[src/rtl/hrrn_tick_scheduler_assert.svh]
// ----------------------------------------------------------------------------
// hrrn tick scheduler assertion macros
// concurrent assertion wrappers, empty when SYNTH is defined
// ----------------------------------------------------------------------------
`ifndef HRRN_TICK_SCHEDULER_ASSERT_SVH
`define HRRN_TICK_SCHEDULER_ASSERT_SVH
`ifndef SYNTH
// same-cycle implication
`define HRRN_ASSERT_IMPL(label, clk, rst, ante, cons) \
   label: assert property (@(posedge clk) disable iff (rst) (ante) |-> (cons)) \
      else $error("hrrn scheduler assertion failed");
// next-cycle implication
`define HRRN_ASSERT_NEXT(label, clk, rst, ante, cons) \
   label: assert property (@(posedge clk) disable iff (rst) (ante) |=> (cons)) \
      else $error("hrrn scheduler assertion failed");
`else
`define HRRN_ASSERT_IMPL(label, clk, rst, ante, cons)
`define HRRN_ASSERT_NEXT(label, clk, rst, ante, cons)
`endif
`endif

[src/rtl/hrrn_pkg.sv]
// ----------------------------------------------------------------------------
// hrrn_pkg
// shared types and constants of the hrrn tick scheduler
// ----------------------------------------------------------------------------
package hrrn_pkg;

   // fixed field widths of the request and response words
   localparam int ID_BITS         = 5;
   localparam int FIELD_TIME_BITS = 16;
   localparam int FRAC_BITS       = 8;
   localparam int NORM_BITS       = 24;

   // request word modes
   localparam logic MODE_LOAD = 1'b0;
   localparam logic MODE_TICK = 1'b1;

   // controller states
   typedef enum logic [2:0] {
      ST_IDLE,
      ST_MUL,
      ST_CMP,
      ST_PICK,
      ST_UPD,
      ST_DIV,
      ST_RSP
   } hrrn_state_type;

   // controller to datapath commands
   typedef struct packed {
      logic load_wr;
      logic tick_start;
      logic mul;
      logic cmp;
      logic pick_rd;
      logic upd;
      logic rsp_load;
   } hrrn_cmd_type;

   // datapath to controller status
   typedef struct packed {
      logic scan_last;
      logic run_done;
      logic div_done;
      logic rsp_free;
   } hrrn_stat_type;

endpackage

[src/rtl/hrrn_tick_scheduler.sv]
// ----------------------------------------------------------------------------
// hrrn_tick_scheduler
// highest response ratio next scheduler, one time unit per tick word
//
//   channel  direction  handshake          payload
//   req      in         req_valid/stall    mode, process_id, arrival, burst
//   rsp      out        rsp_valid/stall    tick time, slot, completion figures
//
// a load word is written to its slot while the block is idle; a tick word
// runs the slot scan (multiply, then compare, for each slot), then the pick
// and the update of the run slot, and the one-bit-a-cycle divider when that
// slot completes. synchronous reset clears the time counter and the pending
// flag of every slot. the response register holds a finished word while
// rsp_stall is high; the next tick waits at the hand-off until the register is free.
// ----------------------------------------------------------------------------
module hrrn_tick_scheduler
   import hrrn_pkg::*;
#(
   parameter int MAX_PROCS = 16,
   parameter int TIME_BITS = 16
) (
   input  logic                       clock,
   input  logic                       reset,
   input  logic                       req_valid,
   output logic                       req_stall,
   input  logic                       req_mode,
   input  logic [ID_BITS-1:0]         req_process_id,
   input  logic [FIELD_TIME_BITS-1:0] req_arrival_time,
   input  logic [FIELD_TIME_BITS-1:0] req_burst_time,
   output logic                       rsp_valid,
   input  logic                       rsp_stall,
   output logic [FIELD_TIME_BITS-1:0] rsp_tick_time,
   output logic                       rsp_idle,
   output logic [ID_BITS-1:0]         rsp_running_id,
   output logic                       rsp_finished,
   output logic [FIELD_TIME_BITS-1:0] rsp_finish_time,
   output logic [FIELD_TIME_BITS-1:0] rsp_turnaround,
   output logic [NORM_BITS-1:0]       rsp_norm_turnaround,
   output logic                       rsp_all_done
);

   hrrn_cmd_type  cmd;
   hrrn_stat_type stat;

   // sequencer
   hrrn_ctrl u_ctrl (
      .clock     (clock),
      .reset     (reset),
      .req_valid (req_valid),
      .req_stall (req_stall),
      .req_mode  (req_mode),
      .stat      (stat),
      .cmd       (cmd)
   );

   // slot store, scan and response datapath
   hrrn_dp #(
      .MAX_PROCS (MAX_PROCS),
      .TIME_BITS (TIME_BITS)
   ) u_dp (
      .clock               (clock),
      .reset               (reset),
      .cmd                 (cmd),
      .stat                (stat),
      .req_process_id      (req_process_id),
      .req_arrival_time    (req_arrival_time),
      .req_burst_time      (req_burst_time),
      .rsp_valid           (rsp_valid),
      .rsp_stall           (rsp_stall),
      .rsp_tick_time       (rsp_tick_time),
      .rsp_idle            (rsp_idle),
      .rsp_running_id      (rsp_running_id),
      .rsp_finished        (rsp_finished),
      .rsp_finish_time     (rsp_finish_time),
      .rsp_turnaround      (rsp_turnaround),
      .rsp_norm_turnaround (rsp_norm_turnaround),
      .rsp_all_done        (rsp_all_done)
   );

endmodule

[src/rtl/hrrn_div.sv]
// ----------------------------------------------------------------------------
// hrrn_div
// restoring divider, one quotient bit a cycle, for (turnaround << 8) / burst
// with the quotient saturated to the response field width
// ----------------------------------------------------------------------------
module hrrn_div
   import hrrn_pkg::*;
#(
   parameter int TIME_BITS = 16
) (
   input  logic                 clock,
   input  logic                 reset,
   input  logic                 start,
   input  logic [TIME_BITS-1:0] numer,
   input  logic [TIME_BITS-1:0] denom,
   output logic                 done,
   output logic [NORM_BITS-1:0] quot_sat
);

   localparam int Q_BITS   = TIME_BITS + FRAC_BITS;
   localparam int CNT_BITS = $clog2(Q_BITS + 1);

   logic [CNT_BITS-1:0]         cnt_ff, cnt_in;
   logic [Q_BITS-1:0]           dq_ff, dq_in;
   logic [TIME_BITS-1:0]        rem_ff, rem_in;
   logic [TIME_BITS-1:0]        den_ff;
   logic [TIME_BITS:0]          rem_sh;
   logic [TIME_BITS:0]          rem_sub;
   logic [Q_BITS+NORM_BITS-1:0] q_ext;
   logic [Q_BITS+NORM_BITS-1:0] q_max;

   // one restoring step
   always_comb begin
      rem_sh  = {rem_ff, dq_ff[Q_BITS-1]};
      rem_sub = rem_sh - {1'b0, den_ff};
      cnt_in  = cnt_ff;
      dq_in   = dq_ff;
      rem_in  = rem_ff;
      if (start) begin
         cnt_in = CNT_BITS'(Q_BITS);
         dq_in  = {numer, {FRAC_BITS{1'b0}}};
         rem_in = '0;
      end else if (cnt_ff != '0) begin
         cnt_in = cnt_ff - CNT_BITS'(1);
         if (rem_sh >= {1'b0, den_ff}) begin
            rem_in = rem_sub[TIME_BITS-1:0];
            dq_in  = {dq_ff[Q_BITS-2:0], 1'b1};
         end else begin
            rem_in = rem_sh[TIME_BITS-1:0];
            dq_in  = {dq_ff[Q_BITS-2:0], 1'b0};
         end
      end
   end

   // step counter
   always_ff @(posedge clock) begin
      if (reset) begin
         cnt_ff <= '0;
      end else begin
         cnt_ff <= cnt_in;
      end
   end

   // quotient and remainder
   always_ff @(posedge clock) begin
      dq_ff  <= dq_in;
      rem_ff <= rem_in;
      if (start) begin
         den_ff <= denom;
      end
   end

   // saturate to the field width
   always_comb begin
      q_ext = {{NORM_BITS{1'b0}}, dq_ff};
      q_max = {{Q_BITS{1'b0}}, {NORM_BITS{1'b1}}};
      if (q_ext > q_max) begin
         quot_sat = {NORM_BITS{1'b1}};
      end else begin
         quot_sat = q_ext[NORM_BITS-1:0];
      end
   end

   assign done = (cnt_ff == '0);

endmodule

[src/rtl/hrrn_dp.sv]
// ----------------------------------------------------------------------------
// hrrn_dp
// slot store, ratio scan by cross-multiplication, time counter, completion
// figures and the response register
// ----------------------------------------------------------------------------
`include "hrrn_tick_scheduler_assert.svh"

module hrrn_dp
   import hrrn_pkg::*;
#(
   parameter int MAX_PROCS = 16,
   parameter int TIME_BITS = 16
) (
   input  logic                       clock,
   input  logic                       reset,
   input  hrrn_cmd_type               cmd,
   output hrrn_stat_type              stat,
   input  logic [ID_BITS-1:0]         req_process_id,
   input  logic [FIELD_TIME_BITS-1:0] req_arrival_time,
   input  logic [FIELD_TIME_BITS-1:0] req_burst_time,
   output logic                       rsp_valid,
   input  logic                       rsp_stall,
   output logic [FIELD_TIME_BITS-1:0] rsp_tick_time,
   output logic                       rsp_idle,
   output logic [ID_BITS-1:0]         rsp_running_id,
   output logic                       rsp_finished,
   output logic [FIELD_TIME_BITS-1:0] rsp_finish_time,
   output logic [FIELD_TIME_BITS-1:0] rsp_turnaround,
   output logic [NORM_BITS-1:0]       rsp_norm_turnaround,
   output logic                       rsp_all_done
);

   localparam int IDX_BITS  = $clog2(MAX_PROCS);
   localparam int PROD_BITS = 2 * TIME_BITS;
   localparam int WID_BITS  = IDX_BITS + ID_BITS;

   // field width conversions
   function automatic logic [TIME_BITS-1:0] from_field(input logic [FIELD_TIME_BITS-1:0] v);
      logic [TIME_BITS+FIELD_TIME_BITS-1:0] wide;
      wide = {{TIME_BITS{1'b0}}, v};
      return wide[TIME_BITS-1:0];
   endfunction

   function automatic logic [FIELD_TIME_BITS-1:0] to_field(input logic [TIME_BITS-1:0] v);
      logic [TIME_BITS+FIELD_TIME_BITS-1:0] wide;
      wide = {{FIELD_TIME_BITS{1'b0}}, v};
      return wide[FIELD_TIME_BITS-1:0];
   endfunction

   // slot store
   logic [TIME_BITS-1:0] slot_arrival_ff   [MAX_PROCS];
   logic [TIME_BITS-1:0] slot_burst_ff     [MAX_PROCS];
   logic [TIME_BITS-1:0] slot_remaining_ff [MAX_PROCS];
   logic [TIME_BITS-1:0] rd_arrival_ff, rd_burst_ff, rd_remaining_ff;
   logic [MAX_PROCS-1:0] pending_ff;

   logic [TIME_BITS-1:0] time_now_ff, start_ff, time_next;
   logic [IDX_BITS-1:0]  idx_ff, idx_next;

   logic                 cand_elig_ff;
   logic [TIME_BITS-1:0] cand_wait_ff, cand_burst_ff;
   logic [PROD_BITS-1:0] prod_a_ff, prod_b_ff;
   logic                 cand_elig;
   logic [TIME_BITS-1:0] cand_wait;

   logic                 best_valid_ff;
   logic [IDX_BITS-1:0]  best_idx_ff;
   logic [TIME_BITS-1:0] best_wait_ff, best_burst_ff;

   logic                 done_ff;
   logic [TIME_BITS-1:0] finish_ff, turn_ff, turn;
   logic                 run_done;

   logic [ID_BITS-1:0]   id_m1;
   logic [WID_BITS-1:0]  id_wide, run_wide;
   logic [IDX_BITS-1:0]  load_slot;
   logic                 id_ok;
   logic [TIME_BITS-1:0] arrival_in, burst_in;

   logic [IDX_BITS-1:0]  wr_addr, rd_addr;
   logic                 rd_en, rem_wr;

   logic                 div_done;
   logic [NORM_BITS-1:0] div_quot;

   logic                       rsp_valid_ff;
   logic [FIELD_TIME_BITS-1:0] rsp_tick_time_ff, rsp_finish_time_ff, rsp_turnaround_ff;
   logic                       rsp_idle_ff, rsp_finished_ff, rsp_all_done_ff;
   logic [ID_BITS-1:0]         rsp_running_id_ff;
   logic [NORM_BITS-1:0]       rsp_norm_ff;

   // load word decode
   always_comb begin
      id_m1      = req_process_id - ID_BITS'(1);
      id_wide    = {{IDX_BITS{1'b0}}, id_m1};
      load_slot  = id_wide[IDX_BITS-1:0];
      id_ok      = (req_process_id != '0) &&
                   ({{IDX_BITS{1'b0}}, req_process_id} <= WID_BITS'(MAX_PROCS));
      arrival_in = from_field(req_arrival_time);
      burst_in   = from_field(req_burst_time);
   end

   // store port addressing
   always_comb begin
      idx_next = idx_ff + IDX_BITS'(1);
      wr_addr  = cmd.load_wr ? load_slot : best_idx_ff;
      if (cmd.pick_rd) begin
         rd_addr = best_idx_ff;
      end else if (cmd.tick_start) begin
         rd_addr = '0;
      end else begin
         rd_addr = idx_next;
      end
      rd_en  = cmd.tick_start || cmd.pick_rd || (cmd.cmp && !stat.scan_last);
      rem_wr = cmd.upd && best_valid_ff;
   end

   // slot store, one write and one registered read
   always_ff @(posedge clock) begin
      if (cmd.load_wr && id_ok) begin
         slot_arrival_ff[wr_addr]   <= arrival_in;
         slot_burst_ff[wr_addr]     <= burst_in;
         slot_remaining_ff[wr_addr] <= burst_in;
      end else if (rem_wr) begin
         slot_remaining_ff[wr_addr] <= rd_remaining_ff - TIME_BITS'(1);
      end
      if (rd_en) begin
         rd_arrival_ff   <= slot_arrival_ff[rd_addr];
         rd_burst_ff     <= slot_burst_ff[rd_addr];
         rd_remaining_ff <= slot_remaining_ff[rd_addr];
      end
   end

   // candidate eligibility and wait
   always_comb begin
      cand_elig = pending_ff[idx_ff] && (rd_arrival_ff <= start_ff);
      cand_wait = start_ff - rd_arrival_ff;
   end

   // cross products, registered before the compare
   always_ff @(posedge clock) begin
      if (cmd.mul) begin
         cand_elig_ff  <= cand_elig;
         cand_wait_ff  <= cand_wait;
         cand_burst_ff <= rd_burst_ff;
         prod_a_ff     <= {{TIME_BITS{1'b0}}, cand_wait} * {{TIME_BITS{1'b0}}, best_burst_ff};
         prod_b_ff     <= {{TIME_BITS{1'b0}}, best_wait_ff} * {{TIME_BITS{1'b0}}, rd_burst_ff};
      end
   end

   // best slot so far, strict compare keeps the lowest slot on a tie
   always_ff @(posedge clock) begin
      if (cmd.tick_start) begin
         best_valid_ff <= 1'b0;
         idx_ff        <= '0;
         start_ff      <= time_now_ff;
      end else if (cmd.cmp) begin
         if (cand_elig_ff && (!best_valid_ff || (prod_a_ff > prod_b_ff))) begin
            best_valid_ff <= 1'b1;
            best_idx_ff   <= idx_ff;
            best_wait_ff  <= cand_wait_ff;
            best_burst_ff <= cand_burst_ff;
         end
         if (!stat.scan_last) begin
            idx_ff <= idx_next;
         end
      end
   end

   // time advance and completion figures
   always_comb begin
      time_next = (time_now_ff != '1) ? (time_now_ff + TIME_BITS'(1)) : time_now_ff;
      run_done  = best_valid_ff && (rd_remaining_ff == TIME_BITS'(1));
      turn      = time_next - rd_arrival_ff;
   end

   always_ff @(posedge clock) begin
      if (reset) begin
         time_now_ff <= '0;
         pending_ff  <= '0;
      end else begin
         if (cmd.upd) begin
            time_now_ff <= time_next;
            if (run_done) begin
               pending_ff[best_idx_ff] <= 1'b0;
            end
         end
         if (cmd.load_wr && id_ok) begin
            pending_ff[load_slot] <= (burst_in != '0);
         end
      end
   end

   always_ff @(posedge clock) begin
      if (cmd.upd) begin
         done_ff   <= run_done;
         finish_ff <= run_done ? time_next : '0;
         turn_ff   <= run_done ? turn : '0;
      end
   end

   hrrn_div #(
      .TIME_BITS (TIME_BITS)
   ) u_div (
      .clock    (clock),
      .reset    (reset),
      .start    (cmd.upd && run_done),
      .numer    (turn),
      .denom    (rd_burst_ff),
      .done     (div_done),
      .quot_sat (div_quot)
   );

   // response register
   assign run_wide = {{ID_BITS{1'b0}}, best_idx_ff} + WID_BITS'(1);

   always_ff @(posedge clock) begin
      if (reset) begin
         rsp_valid_ff <= 1'b0;
      end else if (cmd.rsp_load) begin
         rsp_valid_ff <= 1'b1;
      end else if (!rsp_stall) begin
         rsp_valid_ff <= 1'b0;
      end
   end

   always_ff @(posedge clock) begin
      if (cmd.rsp_load) begin
         rsp_tick_time_ff   <= to_field(start_ff);
         rsp_idle_ff        <= !best_valid_ff;
         rsp_running_id_ff  <= best_valid_ff ? run_wide[ID_BITS-1:0] : '0;
         rsp_finished_ff    <= done_ff;
         rsp_finish_time_ff <= to_field(finish_ff);
         rsp_turnaround_ff  <= to_field(turn_ff);
         rsp_norm_ff        <= done_ff ? div_quot : '0;
         rsp_all_done_ff    <= ~|pending_ff;
      end
   end

   // status to the controller
   always_comb begin
      stat.scan_last = (idx_ff == IDX_BITS'(MAX_PROCS - 1));
      stat.run_done  = run_done;
      stat.div_done  = div_done;
      stat.rsp_free  = !rsp_valid_ff || !rsp_stall;
   end

   assign rsp_valid           = rsp_valid_ff;
   assign rsp_tick_time       = rsp_tick_time_ff;
   assign rsp_idle            = rsp_idle_ff;
   assign rsp_running_id      = rsp_running_id_ff;
   assign rsp_finished        = rsp_finished_ff;
   assign rsp_finish_time     = rsp_finish_time_ff;
   assign rsp_turnaround      = rsp_turnaround_ff;
   assign rsp_norm_turnaround = rsp_norm_ff;
   assign rsp_all_done        = rsp_all_done_ff;

   // a completing slot leaves the pending set
   `HRRN_ASSERT_NEXT(a_finish_clears_pending, clock, reset, cmd.upd && run_done, !pending_ff[best_idx_ff])
   // a completed run always names a slot
   `HRRN_ASSERT_IMPL(a_finished_not_idle, clock, reset, rsp_valid_ff && rsp_finished_ff, !rsp_idle_ff && (rsp_running_id_ff != '0 || IDX_BITS >= ID_BITS))

endmodule

[src/rtl/hrrn_ctrl.sv]
// ----------------------------------------------------------------------------
// hrrn_ctrl
// sequencer: load, slot scan, pick update, divide and response hand-off
// ----------------------------------------------------------------------------
`include "hrrn_tick_scheduler_assert.svh"

module hrrn_ctrl
   import hrrn_pkg::*;
(
   input  logic          clock,
   input  logic          reset,
   input  logic          req_valid,
   output logic          req_stall,
   input  logic          req_mode,
   input  hrrn_stat_type stat,
   output hrrn_cmd_type  cmd
);

   hrrn_state_type state_ff, state_in;
   logic           accept;

   assign accept = req_valid && !req_stall;

   // state register
   always_ff @(posedge clock) begin
      if (reset) begin
         state_ff <= ST_IDLE;
      end else begin
         state_ff <= state_in;
      end
   end

   // next state
   always_comb begin
      state_in = state_ff;
      unique case (state_ff)
         ST_IDLE: begin
            if (accept && (req_mode == MODE_TICK)) begin
               state_in = ST_MUL;
            end
         end
         ST_MUL:  state_in = ST_CMP;
         ST_CMP: begin
            state_in = stat.scan_last ? ST_PICK : ST_MUL;
         end
         ST_PICK: state_in = ST_UPD;
         ST_UPD: begin
            state_in = stat.run_done ? ST_DIV : ST_RSP;
         end
         ST_DIV: begin
            if (stat.div_done) begin
               state_in = ST_RSP;
            end
         end
         ST_RSP: begin
            if (stat.rsp_free) begin
               state_in = ST_IDLE;
            end
         end
         default: state_in = ST_IDLE;
      endcase
   end

   // commands
   always_comb begin
      cmd       = '0;
      req_stall = (state_ff != ST_IDLE);
      unique case (state_ff)
         ST_IDLE: begin
            cmd.load_wr    = req_valid && (req_mode == MODE_LOAD);
            cmd.tick_start = req_valid && (req_mode == MODE_TICK);
         end
         ST_MUL:  cmd.mul      = 1'b1;
         ST_CMP:  cmd.cmp      = 1'b1;
         ST_PICK: cmd.pick_rd  = 1'b1;
         ST_UPD:  cmd.upd      = 1'b1;
         ST_DIV:  cmd          = '0;
         ST_RSP:  cmd.rsp_load = stat.rsp_free;
         default: cmd          = '0;
      endcase
   end

   // an accepted tick word starts the scan
   `HRRN_ASSERT_NEXT(a_tick_starts_scan, clock, reset, (state_ff == ST_IDLE) && req_valid && (req_mode == MODE_TICK), state_ff == ST_MUL)
   // no divide unless the picked slot completes
   `HRRN_ASSERT_NEXT(a_div_only_on_finish, clock, reset, (state_ff == ST_UPD) && !stat.run_done, state_ff == ST_RSP)

endmodule

[config.mk]
export PLATFORM = sky130hd
export DESIGN_NAME = hrrn_tick_scheduler
export DESIGN_NICKNAME = d
export VERILOG_FILES = /design/src/rtl/hrrn_pkg.sv /design/src/rtl/hrrn_tick_scheduler.sv /design/src/rtl/hrrn_div.sv /design/src/rtl/hrrn_dp.sv /design/src/rtl/hrrn_ctrl.sv
export VERILOG_INCLUDE_DIRS = /design/src /design/src/rtl
export SDC_FILE = /design/constraint.sdc
export NUM_CORES = 2
export LEC_CHECK = 0
export ABC_CLOCK_PERIOD_IN_PS = 8300
export BUFFER_PORTS_ARGS = -buffer_cell sky130_fd_sc_hd__buf_2
export CAP_MARGIN = 20
export CORE_MARGIN = 5
export CORE_UTILIZATION = 55
export DETAILED_ROUTE_END_ITERATION = 8
export HOLD_SLACK_MARGIN = 0.15
export PLACE_DENSITY = 0.71
export SKIP_CTS_REPAIR_TIMING = 1
export SLEW_MARGIN = 40
export SYNTH_ARGS = -nofsm -noshare
export SYNTH_HDL_FRONTEND = slang
export SYNTH_SLANG_ARGS = --single-unit
[constraint.sdc]
create_clock -name clock -period 8.3 [get_ports clock]
set_clock_uncertainty 0.05 [all_clocks]
set_input_delay 1.66 -clock clock [delete_from_list [all_inputs] [get_ports clock]]
set_output_delay 1.66 -clock clock [all_outputs]
set_load 0.005 [all_outputs]
After elaboration in Yosys (flattened, before gate mapping):

Memory sizes are Yosys's and may differ from the RTL's. A register that Yosys moved wholly into a read port is not among the register bits.
Cells that the tools add are included.
Widths: inputs -> output; s select.

* bits in registers: 364
* bits in writable memories: 768
* input port bits: 42
* output and inout port bits: 82
* word-level logic and storage cells: 152
* memories: 3

* add/sub/neg operators: 9
* $mul: 2
* $lt $le $gt $ge: 9
* eq/ne operators: 13
* multiplexer cells: 41
* bitwise gates (word level): 6
* reductions and logical operators: 37

Memory list
* u_dp.slot_arrival_ff: words 16, bits a word 16, rd ports 1, clocked after Yosys merged registers in 1, wr ports 1, line hrrn_dp.sv:51 `logic [TIME_BITS-1:0] slot_arrival_ff [MAX_PROCS];`
* u_dp.slot_burst_ff: words 16, bits a word 16, rd ports 1, clocked after Yosys merged registers in 1, wr ports 1, line hrrn_dp.sv:52 `logic [TIME_BITS-1:0] slot_burst_ff [MAX_PROCS];`
* u_dp.slot_remaining_ff: words 16, bits a word 16, rd ports 1, clocked after Yosys merged registers in 1, wr ports 1, line hrrn_dp.sv:53 `logic [TIME_BITS-1:0] slot_remaining_ff [MAX_PROCS];`

Operators by type and width (number)
* $mux 16: 7
* $mul 16x16->32: 2
* $mux 24: 2
* $sub 16x16->16: 3
* $gt 32x32->1: 1
* $pmux 3 s7: 1
* $ge 17x16->1: 1
* $add 16x1->16 const B: 1
* $and 16x16->16: 1
* $bwmux 16: 1
* $eq 16x1->1 const B: 1
* $le 16x16->1: 1
* $mux 1: 16
* $ne 16x16->1 const B: 1
* $not 16->16: 1
* $reduce_bool 16->1: 1
* $reduce_or 16->1: 1
* $sub 16x1->16 const B: 1
* $lt 4x5->1 const B: 3
* $logic_and 1x1->1: 14
* $mux 4: 3
* $mux 5: 2
* $reduce_bool 5->1: 2
* $eq 3x3->1 const B: 3
* other kinds (25): 47

Depth between registers and ports, before layout:

* depth after elaboration: 11
* depth in mapped cells: 34
* mapped depth without buffers: 33

Modules after synthesis:

A second synthesis with hierarchy kept.

* cell total of the unflattened synthesis: 5608
* area total of the unflattened synthesis: 65778.1 um^2

Modules (own cells, without submodules)
* hrrn_dp: instances 1, cells each 5197, area each 62069.5 um^2, sequential area each 33131.8 um^2
* hrrn_div: instances 1, cells each 376, area each 3448.3 um^2, sequential area each 1541.5 um^2
* hrrn_ctrl: instances 1, cells each 35, area each 260.2 um^2, sequential area each 60.1 um^2

Least setup slack after synthesis:

No wires, ideal clock.

* kind: register to register
* start: register u_ctrl.state_ff[0]
* end: register u_dp.cand_burst_ff[0], enable pin
* setup time: 0.692 ns
* arrival: 7.708 ns
* required time: 7.558 ns
* slack: -0.149 ns
* cell stages (with the launch flop): 3
* buffers on the path: 1
* clock period less this slack: 8.449 ns
* cells stage by stage: dfxtp_1 > clkbuf_1 > nor3b_1

* longest elaborated chain between the ends: 2

Ends and longest elaborated chain
* start: declaration: line hrrn_ctrl.sv:19 `hrrn_state_type state_ff, state_in;`
* start signal: assignment: line hrrn_ctrl.sv:29 `state_ff <= state_in;`
* $eq 3x1->1: line hrrn_ctrl.sv:68 `unique case (state_ff)`
* $mux 1: line hrrn_ctrl.sv:68
* end signal: assignment: line hrrn_dp.sv:145 `cand_burst_ff <= rd_burst_ff;`
* end: declaration: line hrrn_dp.sv:61 `logic [TIME_BITS-1:0] cand_wait_ff, cand_burst_ff;`

No other way between the ends.
A chain may end at the register's enable or synchronous reset.

Worst setup path after layout:

* start: register u_dp.start_ff[0]
* end: register u_dp.prod_a_ff[28] (data pin)

* longest elaborated chain between the ends: 2

Ends and longest elaborated chain
* start: declaration: line hrrn_dp.sv:57 `logic [TIME_BITS-1:0] time_now_ff, start_ff, time_next;`
* start signal: assignment: line hrrn_dp.sv:156 `start_ff <= time_now_ff;`
* $sub 16x16->16: line hrrn_dp.sv:137 `cand_wait = start_ff - rd_arrival_ff;`
* $mul 16x16->32: line hrrn_dp.sv:146 `prod_a_ff <= {{TIME_BITS{1'b0}}, cand_wait} * {{TIME_BITS{1'b0}}, best_burst_ff};`
* end signal: assignment: line hrrn_dp.sv:146
* end: declaration: line hrrn_dp.sv:62 `logic [PROD_BITS-1:0] prod_a_ff, prod_b_ff;`

No other way between the ends.

==> impl_metrics.json <==
{
  "fmax_mhz": 125.3,
  "hpwlAfterDp_mm": 104.5,
  "avgSynthCellArea_um2": 12.52,
  "critPathKind": "flop to flop",
  "final_util": 0.6125,
  "finalSetupTns_ns": 0,
  "p_int_mw": 16.25,
  "drive_above_1_share": 0.1110,
  "dpl_cell_area_um2": 67620,
  "pwr-share-clk": 0.188,
  "synth_xor_area_frac": 0.01800,
  "wl_per_cell_um": 22.81,
  "num_vias": 41090,
  "drv_cap": 0,
  "clockRootBuffer": "clkbuf_16",
  "wl_mm": 158.3,
  "synth-compound-area-share": 0.05975,
  "finalNetCount": 6044,
  "netSwitchingFraction": 0.3917,
  "numCtsBuffers": 112,
  "worst_hold_slack_ns": 0.3618,
  "fp.dieH_um": 353.0,
  "ir_drop_mv": 0.8889,
  "dr.first_iter.drc_count": 4185,
  "antenna_found_initial": 24,
  "synth_fp_nets": 5904,
  "synth-seq-cells": 1180,
  "core_um2": 116500,
  "drc_errors": 0,
  "place.gp.congestion": 0.8825,
  "grt_first_pass_wirelength_mm": 243.3,
  "clock_tree.buffer_depth": 3,
  "syn_area_um2": 64710,
  "yosysSeqAreaShare": 0.5368,
  "start_kind": "flop",
  "power.switching_mw": 10.46,
  "worst_path_most_repeated_cell": "fa_1",
  "fin_area_um2": 71360,
  "outcome": "finished, final reports clean",
  "crit_path_end_kind": "flop",
  "min_period_ns": 7.978,
  "first_pass_iters": 6,
  "cts.clk_slew.worst_paths_ns": 0.06,
  "slew_headroom": 0.3822,
  "grt-ovfl-total": 0,
  "synth_edf_count": 1110,
  "synth-adder-area-share": 0.1792,
  "ys.flop_type": "edfxtp_1",
  "required_ns": 8.66,
  "vias_per_cell": 5.919,
  "slew_violations": 0,
  "netlist_instances": 5170,
  "p_comb_frac": 0.524,
  "io_pins": 124,
  "placementRows": 125,
  "synthSimpleGateAreaFrac": 0.1202,
  "synthArstFlopShare": 0,
  "p_per_area_nw_per_um2": 374.2,
  "p_seq_frac": 0.287,
  "arrival_ns": 8.34,
  "die_area_um2": 124600,
  "initial_core_util": 0.5554,
  "synth.area.mux_share": 0.03914,
  "portBuffers": 123,
  "worst_slew_pin_slew_ns": 0.9267,
  "grt_util_all_layers": 0.2529,
  "yosysUniqueCellTypes": 92,
  "areaGrowthSynthToFinish_pct": 10.28,
  "grt_pass1_vias": 41240,
  "cts_max_level": 3,
  "critPathMaxStageDelay_ns": 0.55,
  "cts_num_sinks": 1180,
  "cpMaxStageDelayCell": "fa_1",
  "grt_max_degree": 93,
  "worstSkewPairLatency_ns": 0.72,
  "die_w_um": 353.0,
  "hold_violations": 0,
  "crit_fanout": 10,
  "tritoncts": "yes",
  "yosys_warnings": 0,
  "ant_nets": 0,
  "hold_class": "flop to flop",
  "p_leak_nw": 27.80,
  "post-route-period-util": 0.9612,
  "synth_top_family_by_area": "adder cells",
  "setup_violations": 0
}
## cells in the mapped netlist, drive strengths merged, types with 33 or more instances
cell,number,area [um2]
xnor2,86,753.2
fa,391,7828
nor3,34,170.2
and2,254,1589
a32oi,50,437.9
a21oi,143,723.2
nand4,60,381.6
xor2,47,411.6
nand3,207,1041
dfxtp,70,1401
nor2,190,720.7
inv,547,2053
a22oi,39,292.8
nand2,797,3009
ha,301,3766
buf,71,426.7
edfxtp,1110,33330
mux2i,64,640.6
o21ai,117,589.3
clkbuf,148,556.8
mux4,81,1824
nor2b,33,206.5
a21o,54,406.6
## critical path, delay by kind of cell, from the launching register on
| family | cells | cell delay (ns) |
|---|---|---|
| DFF | 1 | 0.39 |
| and+or+nand+nor | 2 | 0.34 |
| buffers and inverters | 5 | 0.28 |
| AOI/OAI and AO/OA | 11 | 2.44 |
| xor gates and xnor gates | 2 | 0.33 |
| adders and majority gates | 9 | 3.84 |
## state kept, by name, indices dropped and copies added (netlist names), 24 cells and up
signal                    cells
u_dp.slot_remaining_ff      256
u_dp.u_div.quot_sat          24
u_dp.prod_b_ff               32
u_dp.slot_burst_ff          256
u_dp.slot_arrival_ff        256
u_dp.rsp_norm_turnaround     24
u_dp.prod_a_ff               32
## routing by layer
layer / global-route usage / routed length, um / vias to the layer above / part of all wire
met1: 0.3499 / 63910 / 20750 / 0.40
met3: 0.04588 / 13710 / 295 / 0.087
met5: 0 / 98 / - / 0.00062
li1: - / - / 18310 / -
met2: 0.4145 / 76160 / 1718 / 0.48
met4: 0.07593 / 4457 / 16 / 0.028
## cells in the final DEF, fill, tap and decap left out, drive strengths merged, types with 8 or more instances in the layout
cell and instances:
nor2b 33, diode 10, xor2 47, a21o 54, o21ai 117, o211ai 26, inv 551, xnor2 86
a31oi 30, ha 301, nand2b 20, o21a 23, nand2 797, nand4 60, and3 10, a211oi 23
mux4 81, and2 254, nor3 34, o21bai 16, buf 245, mux2i 64, nand3 207, or2 13
dfxtp 70, o31ai 8, nor2 190, a32oi 50, edfxtp 1110, clkinv 46, a22oi 39, a311oi 8
a21oi 143, fa 391, clkbuf 153, nor4 14
## kinds of logic after synthesis
logic type,count (synthesis)
multiplexers,151
buffers and inverters,767
AO/OA/AOI/OAI,579
XOR/XNOR,133
AND/OR/NAND/NOR,1668
adder cells (fa/ha/maj),692
flip-flops,1180
## area by class of cell
class | instances | area [um2]
diodes | 10 | 25.02
repair buffers | 245 | 1657
well taps | 1524 | 1907
clock inverters | 58 | 583.1
clock buffers | 153 | 3039
inverters | 548 | 2058
fillers | 8852 | 45150
multi-input cells | 3223 | 27360
flip-flops and latches | 1180 | 34730
## final timing paths
| kind | from | cells after the start | slack (ns) | to |
|---|---|---|---|---|
| setup / recovery | u_dp.start_ff[0]$_DFFE_PP_ | 29 | 0.32 | u_dp.prod_a_ff[28]$_DFFE_PP_ |
| hold / removal | u_dp.cand_burst_ff[9]$_DFFE_PP_ | 0 | 0.36 | u_dp.best_burst_ff[9]$_DFFE_PP_ |
| setup reg to reg | u_dp.start_ff[0]$_DFFE_PP_ | 29 | 0.32 | u_dp.prod_a_ff[28]$_DFFE_PP_ |
| hold reg to reg | u_dp.cand_burst_ff[9]$_DFFE_PP_ | 0 | 0.36 | u_dp.best_burst_ff[9]$_DFFE_PP_ |
## power by group through the flow
stage	clock, mW	combinational [mW]	sequential (mW)
final	5.03	14.0	7.68
after floorplan	0	10.7	7.71
after global placement	0	13.5	7.80
after detailed placement	0	13.7	7.80
after global routing	5.36	15.9	7.70
after CTS	5.10	13.9	7.68
## per-stage QoR
| stage | std cells | setup slack (ns) | power [mW] |
|---|---|---|---|
| finish | 6941 | 0.3220 | 26.71 |
| global route | 6935 | -0.02921 | 28.92 |
| CTS | 6929 | 0.1242 | 26.63 |
| detailed placement | 6718 | 0.1995 | 21.55 |
| global placement | 6710 | 0.2327 | 21.31 |
| floorplan | 5170 | 0.6693 | 18.42 |
(Power assumes the default switching activity.)
